==> src/hw/rtl/arht_pkg.sv <==
// ============================================================================
// arht_pkg
// Shared types and constants for the address remap hash table.
// ============================================================================
package arht_pkg;

    localparam int unsigned PageShift = 12;
    localparam logic [31:0] HashMult  = 32'd2654435761;

    // bucket count is a power of two so the bucket is the low product bits
    localparam int unsigned Buckets   = 128;
    localparam int unsigned BktBits   = $clog2(Buckets);

    typedef enum logic [2:0] {
        K_ADD    = 3'd0,
        K_LOOKUP = 3'd1,
        K_REMOVE = 3'd2,
        K_EXISTS = 3'd3,
        K_RSTAT  = 3'd4,
        K_CLEAR  = 3'd5,
        K_RSVD6  = 3'd6,
        K_RSVD7  = 3'd7
    } t_kind;

    typedef enum logic [1:0] {
        ST_OK       = 2'd0,
        ST_NOTFOUND = 2'd1,
        ST_FULL     = 2'd2,
        ST_DISABLED = 2'd3
    } t_status;

    typedef enum logic [1:0] {
        BK_IDLE,
        BK_READ,
        BK_EXEC,
        BK_CLR
    } t_bk_state;

endpackage

==> src/hw/rtl/arht_front.sv <==
// ============================================================================
// arht_front
// Accepts commands, registers the bucket hash in a staging register and queues the
// classified request for the back end.
// ============================================================================
module arht_front #(
    parameter int unsigned ADDR_BITS = 64
) (
    input  logic                        i_clk,
    input  logic                        i_rst_n,
    input  logic                        i_take,
    input  logic [2:0]                  i_kind,
    input  logic [ADDR_BITS-1:0]        i_key,
    input  logic [ADDR_BITS-1:0]        i_new,
    input  logic                        i_pop,
    output logic                        o_full,
    output logic                        o_qv,
    output logic [2:0]                  o_kind,
    output logic [ADDR_BITS-1:0]        o_key,
    output logic [ADDR_BITS-1:0]        o_new,
    output logic [arht_pkg::BktBits-1:0] o_bkt
);
    // page number times constant; only the low bucket bits matter, and they
    // depend only on the low bucket bits of each operand
    localparam int unsigned BKT_BITS = arht_pkg::BktBits;

    logic                 r_sv;
    logic [2:0]           r_skind;
    logic [ADDR_BITS-1:0] r_skey;
    logic [ADDR_BITS-1:0] r_snew;
    logic [BKT_BITS-1:0]  r_prod;
    logic                 r_qv;
    logic [2:0]           r_qkind;
    logic [ADDR_BITS-1:0] r_qkey;
    logic [ADDR_BITS-1:0] r_qnew;
    logic [BKT_BITS-1:0]  r_qbkt;
    logic [BKT_BITS-1:0]  n_prod;
    logic                 advance;

    // multiply the low page bits by the hash constant
    assign n_prod = BKT_BITS'(i_key[arht_pkg::PageShift +: BKT_BITS]
                              * arht_pkg::HashMult[BKT_BITS-1:0]);

    assign o_full  = r_sv || r_qv;
    assign advance = r_sv && (!r_qv || i_pop);

    // stage and queue entry
    always_ff @(posedge i_clk) begin
        if (!i_rst_n) begin
            r_sv <= 1'b0;
            r_qv <= 1'b0;
        end else begin
            r_sv <= i_take || (r_sv && !advance);
            r_qv <= advance || (r_qv && !i_pop);
        end
    end

    always_ff @(posedge i_clk) begin
        if (i_take) begin
            r_skind <= i_kind;
            r_skey  <= i_key;
            r_snew  <= i_new;
            r_prod  <= n_prod;
        end
        if (advance) begin
            r_qkind <= r_skind;
            r_qkey  <= r_skey;
            r_qnew  <= r_snew;
            r_qbkt  <= r_prod;
        end
    end

    assign o_qv   = r_qv;
    assign o_kind = r_qkind;
    assign o_key  = r_qkey;
    assign o_new  = r_qnew;
    assign o_bkt  = r_qbkt;
endmodule

==> config.mk <==
export PLATFORM = sky130hd
export DESIGN_NAME = arht_front
export DESIGN_NICKNAME = d
export VERILOG_FILES = /design/src/hw/rtl/arht_pkg.sv /design/src/hw/rtl/arht_front.sv
export SDC_FILE = /design/constraint.sdc
export NUM_CORES = 1
export LEC_CHECK = 0
export BUFFER_PORTS_ARGS = -buffer_cell sky130_fd_sc_hd__buf_4
export CORE_MARGIN = 4
export CORE_UTILIZATION = 53
export CTS_CLUSTER_SIZE = 40
export DETAILED_ROUTE_END_ITERATION = 10
export GPL_ROUTABILITY_DRIVEN = 0
export MAX_ROUTING_LAYER = met4
export PLACE_DENSITY_LB_ADDON = 0.25
export SLEW_MARGIN = 20
export SYNTH_ARGS = -nofsm -noshare
export SYNTH_HDL_FRONTEND = slang
export SYNTH_SLANG_ARGS = --single-unit
==> constraint.sdc <==
create_clock -name i_clk -period 19.31 [get_ports i_clk]
set_input_delay 3.862 -clock i_clk [delete_from_list [all_inputs] [get_ports i_clk]]
set_output_delay 3.862 -clock i_clk [all_outputs]
set_load 0.02 [all_outputs]
# Yosys cells after proc, flatten, opt, wreduce, memory -nomap -nowiden
# Cells that the tools add are included.
[word_totals] ff_bits=278 inputBits=135 output_inout_bits=140 word_cells=21
[op_classes] mul=1 n_reduce_logical=10
[op_table] op="$mul 7x6->7 const B" count=1
[op_table] op="$logic_or 1x1->1" count=4
[op_table] op="$logic_and 1x1->1" count=3
[op_table] op="$logic_not 1->1" count=3

# Longest topological paths before layout
# Gate-level depths: netlist of run 1.
[depth] word_depth=6 ltp_mapped=5 ltp_nobuf=5

# Least setup slack after synthesis of run 1
# Ideal clock, no wire load.
[synth_path] path_type="input-to-reg" start="input port i_pop" end="register r_qbkt[4], in the netlist o_bkt[4] (enable)" setup_ps=644 arrival_time_ps=9813 t_required_ps=18666 setup_slack_ps=8853 path_stages=2 path_buffers=0 path_cell_list="nor2b_1 nor2b_1"
[synth_between] elab_chain_len=2
[synth_lines] item="start: declaration" line_no="arht_front.sv:15" source="input logic i_pop,"
[synth_lines] item="$logic_or 1x1->1" line_no="arht_front.sv:45" source="assign advance = r_sv && (!r_qv || i_pop);"
[synth_lines] item="$logic_and 1x1->1" line_no="arht_front.sv:45"
[synth_lines] item="net advance" line_no="arht_front.sv:38" source="logic advance;"
[synth_lines] item="end signal: assignment" line_no="arht_front.sv:69" source="r_qbkt <= r_prod;"
[synth_lines] item="end: declaration" line_no="arht_front.sv:36" source="logic [BKT_BITS-1:0] r_qbkt;"
# The timed path passes the listed nets, and every way through them passes these cells.
# A chain may end at the register's enable or synchronous reset.

# Worst setup path after layout of run 1
[layout_path] start="input port i_pop" end="register r_qkey[39], in the netlist o_key[39] (enable)"
[layout_between] elab_chain_len=2
[layout_lines] item="$logic_or 1x1->1" line_no="arht_front.sv:45"
[layout_lines] item="$logic_and 1x1->1" line_no="arht_front.sv:45"
[layout_lines] item="net advance" line_no="arht_front.sv:38"
[layout_lines] item="end signal: assignment" line_no="arht_front.sv:67" source="r_qkey <= r_skey;"
[layout_lines] item="end: declaration" line_no="arht_front.sv:34" source="logic [ADDR_BITS-1:0] r_qkey;"
# The timed path passes the listed nets, and every way through them passes these cells.

==> impl_results.md, run 1 <==
* Clock Sinks at 270
* Die height at 133 um
* Fin area at 11400 um^2
* Final ANT Viol Nets at 0
* Setup TNS at 0 ps
* # H-tree levels at 1
* Antenna violations before repair at 0
* Worst-Margin Slew at 859 ps
* Largest net degree at the start of global routing at between 80 and 90
* Startpoint Class: input port
* Layout area overhead at 37.3%
* Die W at 133 um
* GRT Total Usage at 16.9%
* Cell area after synthesis at 8270 um^2
* Worst Path Required at 19440 ps
* CP max FO at 86
* Layout cell share with drive strength beyond 1 at 51.6%
* Synth unique cells at 11
* Avg Cell Area, Syn at 28.7 um^2
* I/O Buffers at 274
* Met1 global-route usage at 19.0%
* Dpl cells at 772
* Pins over their slew limit at 0
* Net Count, Synth at 427
* Final setup vio count at 0
* Critical path class: in -> reg
* FMAX at 0.191 GHz
* # rows at 45
* Drt initial violations at 178
* Grt met2 use at 28.8%
* Syn Inst Count at 288
* Seq cells post-synth at 270
* RSZ-0062 raised after global routing: no
* Clock latency on the worst-skew pair at 500 ps
* Comb power frac at under 10%
* CTS Hold Bufs at 0
* Clk buf depth at 3
* Peak supply drop at 0.0686 mV
* CP endpoint kind: flip-flop
* Nets at 727
* DP Wirelength at between 10000 and 15000 um
* TritonCTS buffer count at 25
* Leak at 4.37 nW
* Hold Fails Final Rpt at 0
* Clk_skew at 6.10 ps
* Sequential Power Share at between 50% and 60%
* Tightest Hold Check Type: reg -> reg
* Clock-pin slew on the worst setup and hold paths at 60 ps
* Total power at about 0.0012 W
* Pwr Density at 108 nW/um^2
* Most crowded layer after global routing: met2
* I/O pin total at 275
* Final worst path period share at 27.1%
* Drt drc at 0
* Warnings, synthesis at 0
* Status: finished clean
* MaxCap Viol Count at 0
* Diodes inserted at 0
* Max transition margin at 42.7%
* TritonRoute pass-1 iters at 4
* P_sw at 0.000241 W
* Post-CTS sizing at 0
* Final min period at 5230 ps
* CTS tree: done
* Routed WL at 14600 um
* Root cell of the clock tree: clkbuf_16
* First-pass GRT wire length at 21800 um
* Via density at ~4.6
* Fin cells at slightly above 800
* Post-synthesis sequential area ratio at 97.8%
* Cell Area, Placed at 10600 um^2
* Cell-internal power at 0.000990 W
* Initial Util at a little over half
* Sw Ratio at 19.6%
* Met3 GRT Util at approximately 5.3%
* Post-CTS Setup Inserts at 0
* GR Overflow Total at 0
* Via Count at 3739
* Clock power share at a little over a third
* Die area at around 18000 um^2
* Core footprint at 15300 um^2
* Routed len/inst at 17.9 um
* CP arrival at 5360 ps
* Vias in the first global route at between 3000 and 4000
worst paths after layout:
kind,start,end,slack (ps),cells past startpoint
hold reg to reg,r_snew[55],o_new[55],410,0
hold / removal,r_snew[55],o_new[55],410,0
setup / recovery,i_pop,o_key[39],14080,5
setup reg to reg,o_qv,o_key[39],17090,4
per-layer routing:
| metal | wire, um | vias to the layer above |
|---|---|---|
| met4 | 342 | 0 |
| met2 | 7910 | 185 |
| met3 | 1310 | 29 |
| met5 | 0 | - |
| met1 | 5080 | 1765 |
| li1 | - | 1760 |
kinds of logic (layout without fill, tap and decap cells):
group / Yosys count / in the layout / synth area share, %
compound gates: 2 / 2 / 0.182
flops: 270 / 270 / 97.8
fa+ha+maj: 4 / 4 / 0.605
xor+xnor: 4 / 4 / 0.681
buf+inv: 4 / 321 / 0.363
simple gates: 4 / 4 / 0.333
state kept, by name, indices dropped and copies added, names as in the netlist:
name     count
r_skind      3
r_skey      64
r_snew      64
o_key       64
o_new       64
r_prod       3
o_bkt        3
o_kind       3
r_sv         1
o_qv         1
placed cells by master (no fill, tap or decap), drive strengths merged:
| cell | instances |
|---|---|
| o21a | 2 |
| clkinv | 10 |
| dfxtp | 2 |
| xnor2 | 3 |
| clkbuf | 33 |
| or2 | 1 |
| and3b | 1 |
| buf | 277 |
| ha | 4 |
| nor2b | 2 |
| edfxtp | 268 |
| bufinv | 1 |
| xnor3 | 1 |
layout make-up:
class,instances,area (um^2)
well taps,211,264
multi-input cells,14,156
repair buffers,277,2090
flip-flops and latches,270,8090
clock buffers,33,686
fillers,841,3910
clock inverters,11,71.3
cell usage after synthesis:
cell	count	share of area [%]
and3b_1	1	0.11
buf_4	4	0.36
dfxtp_1	2	0.48
edfxtp_1	268	97
ha_1	4	0.61
nor2b_1	2	0.15
o21a_1	2	0.18
or2_2	1	0.076
xnor2_1	2	0.21
xnor2_2	1	0.20
xnor3_1	1	0.27
power groups by stage:
stage	Combinational, W	Clock (W)	Sequential [W]
4_1_cts	0.0000809	0.000461	0.000703
3_3_place_gp	0.0000792	0	0.000713
3_5_place_dp	0.0000807	0	0.000715
5_1_grt	0.0000846	0.000488	0.000706
2_1_floorplan	0.00000903	0	0.000733
6_report	0.0000794	0.000449	0.000702
metrics by stage:
| step | util (%) | hold WS, ps | setup WS, ps |
|---|---|---|---|
| after floorplan | - | 400 | 8850 |
| after global placement | 69.4 | 400 | 13340 |
| after detailed placement | 69.4 | 405 | 13280 |
| after CTS | 74.4 | 413 | 13820 |
| after global routing | 74.4 | 421 | 13940 |
| final | 74.4 | 413 | 14080 |
worst max-delay path: stages:
cell     delay, ps
buf_4           80
nor2b_1         60
nor2b_4        100
buf_4          490
buf_6          640
Note: power is estimated with default switching activity, not from simulation.
==> run 2: changes to the inputs <==
--- a/config.mk
+++ b/config.mk
@@ -7,7 +7,7 @@
 export LEC_CHECK = 0
 export BUFFER_PORTS_ARGS = -buffer_cell sky130_fd_sc_hd__buf_4
 export CORE_MARGIN = 4
-export CORE_UTILIZATION = 53
+export CORE_UTILIZATION = 45
 export CTS_CLUSTER_SIZE = 40
 export DETAILED_ROUTE_END_ITERATION = 10
 export GPL_ROUTABILITY_DRIVEN = 0
==> constraint.sdc (replaced) <==
create_clock -name i_clk -period 4.6 [get_ports i_clk]
set_input_delay 0.92 -clock i_clk [delete_from_list [all_inputs] [get_ports i_clk]]
set_output_delay 0.92 -clock i_clk [all_outputs]
set_load 0.02 [all_outputs]
==> run 2 against run 1 <==
  * Non-clock buffer count did not move
  * Clock-buffer cell count fell by 2
  * Final area rose by 1.0%
  * Sequential cell count did not move
  * Register-to-register slack got worse by 14000 ps
  * Sequential power rose to 4.2 times the previous value
  * Worst setup slack got worse by 12000 ps
  * Critical path type is now reg -> out
==> impl_results.md, run 2 (synthesis gave the netlist of run 1 again) <==
* Vias in the first global route at 3830
* TritonRoute pass-1 iters at 4
* Leak at 4.41 nW
* Core footprint at 18000 um^2
* First-pass GRT wire length at 21100 um
* Diodes inserted at 0
* Layout area overhead at 38.7%
* CTS tree: done
* Antenna violations before repair at 0
* Via Count at 3795
* Final WS setup at 2370 ps
* Via density at 4.54
* CP endpoint kind: output port
* RSZ-0062 raised after global routing: no
* Cell-internal power at between 0.004 and 0.005 W
* Nets at 728
* GRT Total Usage at 14.1%
* Setup TNS at 0 ps
* MaxCap Viol Count at 0
* Critical path class: reg -> out
* CP arrival at 1310 ps
* Sw Ratio at between 10% and 20%
* Total area of multi-input combinational cells at 156 um^2
* # H-tree levels at 1
* FMAX at 0.449 GHz
* Peak supply drop at 0.337 mV
* Comb power frac at between 6 and 7%
* Status: finished clean
* Largest net degree at the start of global routing at 135
* Final ANT Viol Nets at 0
* Most common cell after layout, fill and taps aside: buf_4
* Fill count at approximately 1300
* P_sw at 0.00105 W
* Die height at 144 um
* Die area at 20600 um^2
* Max transition margin at 51.9%
* Hold Fails Final Rpt at 0
* Routed len/inst at 18.0 um
* Most frequent cells in the layout: 275 x buf_4, 268 x edfxtp_1, 27 x clkbuf_16
* CTS Hold Bufs at 0
* Final min period at 2230 ps
* Clock-pin slew on the worst setup and hold paths at 60 ps
* Die W at between 100 and 150 um
* Worst Path Required at between 3000 and 4000 ps
* Layout cell share with drive strength beyond 1 at about half
* # rows at 49
* Clock Sinks at 270
* Pwr Density at 466 nW/um^2
* Root cell of the clock tree: clkbuf_16
* Worst-Margin Slew at approximately 720 ps
* TritonCTS buffer count at 26
* GR Overflow Total at 0
* Drt initial violations at 139
* Clk_skew at between 8 and 9 ps
* DP Wirelength at 10200 um
* Core Util, Final at ~64%
* I/O Buffers at 274
* Post-CTS sizing at 0
* Post-CTS Setup Inserts at 0
* I/O pin total at 275
* Sequential Power Share at a little under three fifths
* Routed WL at 15100 um
* Startpoint Class: flip-flop
* Tightest Hold Check Type: reg -> reg
* CP max FO at 4
* Clock latency on the worst-skew pair at 500 ps
* Clock power share at 38.6%
* Drt drc at 0
* Reg area at 8090 um^2
* Final setup vio count at 0
* Pre-CTS setup slack at roughly 2100 ps
* Clk buf depth at 3
* Final worst path period share at 48.4%
* Initial Util at 45.9%
* Flop2flop setup slack at 2960 ps
* Pins over their slew limit at 0
## run 2: cell count changes in the layout (fill, tap and decap cells not counted), sizes merged
cell	delta
bufinv	+2
clkbuf	-2
clkinvlp	+2
## run 2: path summary, 6_finish.rpt
kind / startpoint / to / depth (start not counted)
worst min-delay path: r_skey[44] / o_key[44] / 0
worst max register to register: o_qv / o_new[41] / 3
worst max-delay path: o_qv / o_full / 2
worst min register to register: r_skey[44] / o_key[44] / 0
## run 2: through the flow
| step | std cells | cell area (um^2) | hold slack [ps] | total power (W) |
|---|---|---|---|---|
| 4_1_cts | 836 | 11500 | 414 | 0.00541 |
| 3_3_place_gp | 790 | 10600 | 400 | 0.00333 |
| 6_report | 836 | 11500 | 409 | 0.00534 |
| 2_1_floorplan | 288 | 8270 | 400 | 0.00311 |
| 3_5_place_dp | 790 | 10600 | 405 | 0.00334 |
| 5_1_grt | 836 | 11500 | 413 | 0.00555 |
## run 2: area by class of cell
class / instances / share of cell area, %
timing repair buffer: 277 / 18.3
multi-input combinational: 14 / 1.36
tap: 229 / 2.50
clock buffer: 31 / 6.02
clock inverter: 15 / 1.31
sequential: 270 / 70.5
## run 2: metal layers
metal	wire length [um]	vias to the layer above	global-route usage, %	share of wire (%)
met3	1540	35	4.79	10
met4	529	0	5.60	3.5
met5	0	-	-	0
li1	-	1759	-	-
met1	5610	1824	16.7	37
met2	7380	177	22.4	49
## run 2: worst max-delay path, stage by stage, from the launching register on
cell     delay [ps]
dfxtp_1         330
or2_2           310
buf_4           160
## run 2: power by group through the flow
stage	Sequential, W	Combinational (W)	Clock (W)
after detailed placement	0.00300	0.000344	0
after CTS	0.00295	0.000345	0.00212
after global routing	0.00296	0.000359	0.00223
after floorplan	0.00307	0.0000386	0
final	0.00295	0.000338	0.00206
after global placement	0.00299	0.000338	0
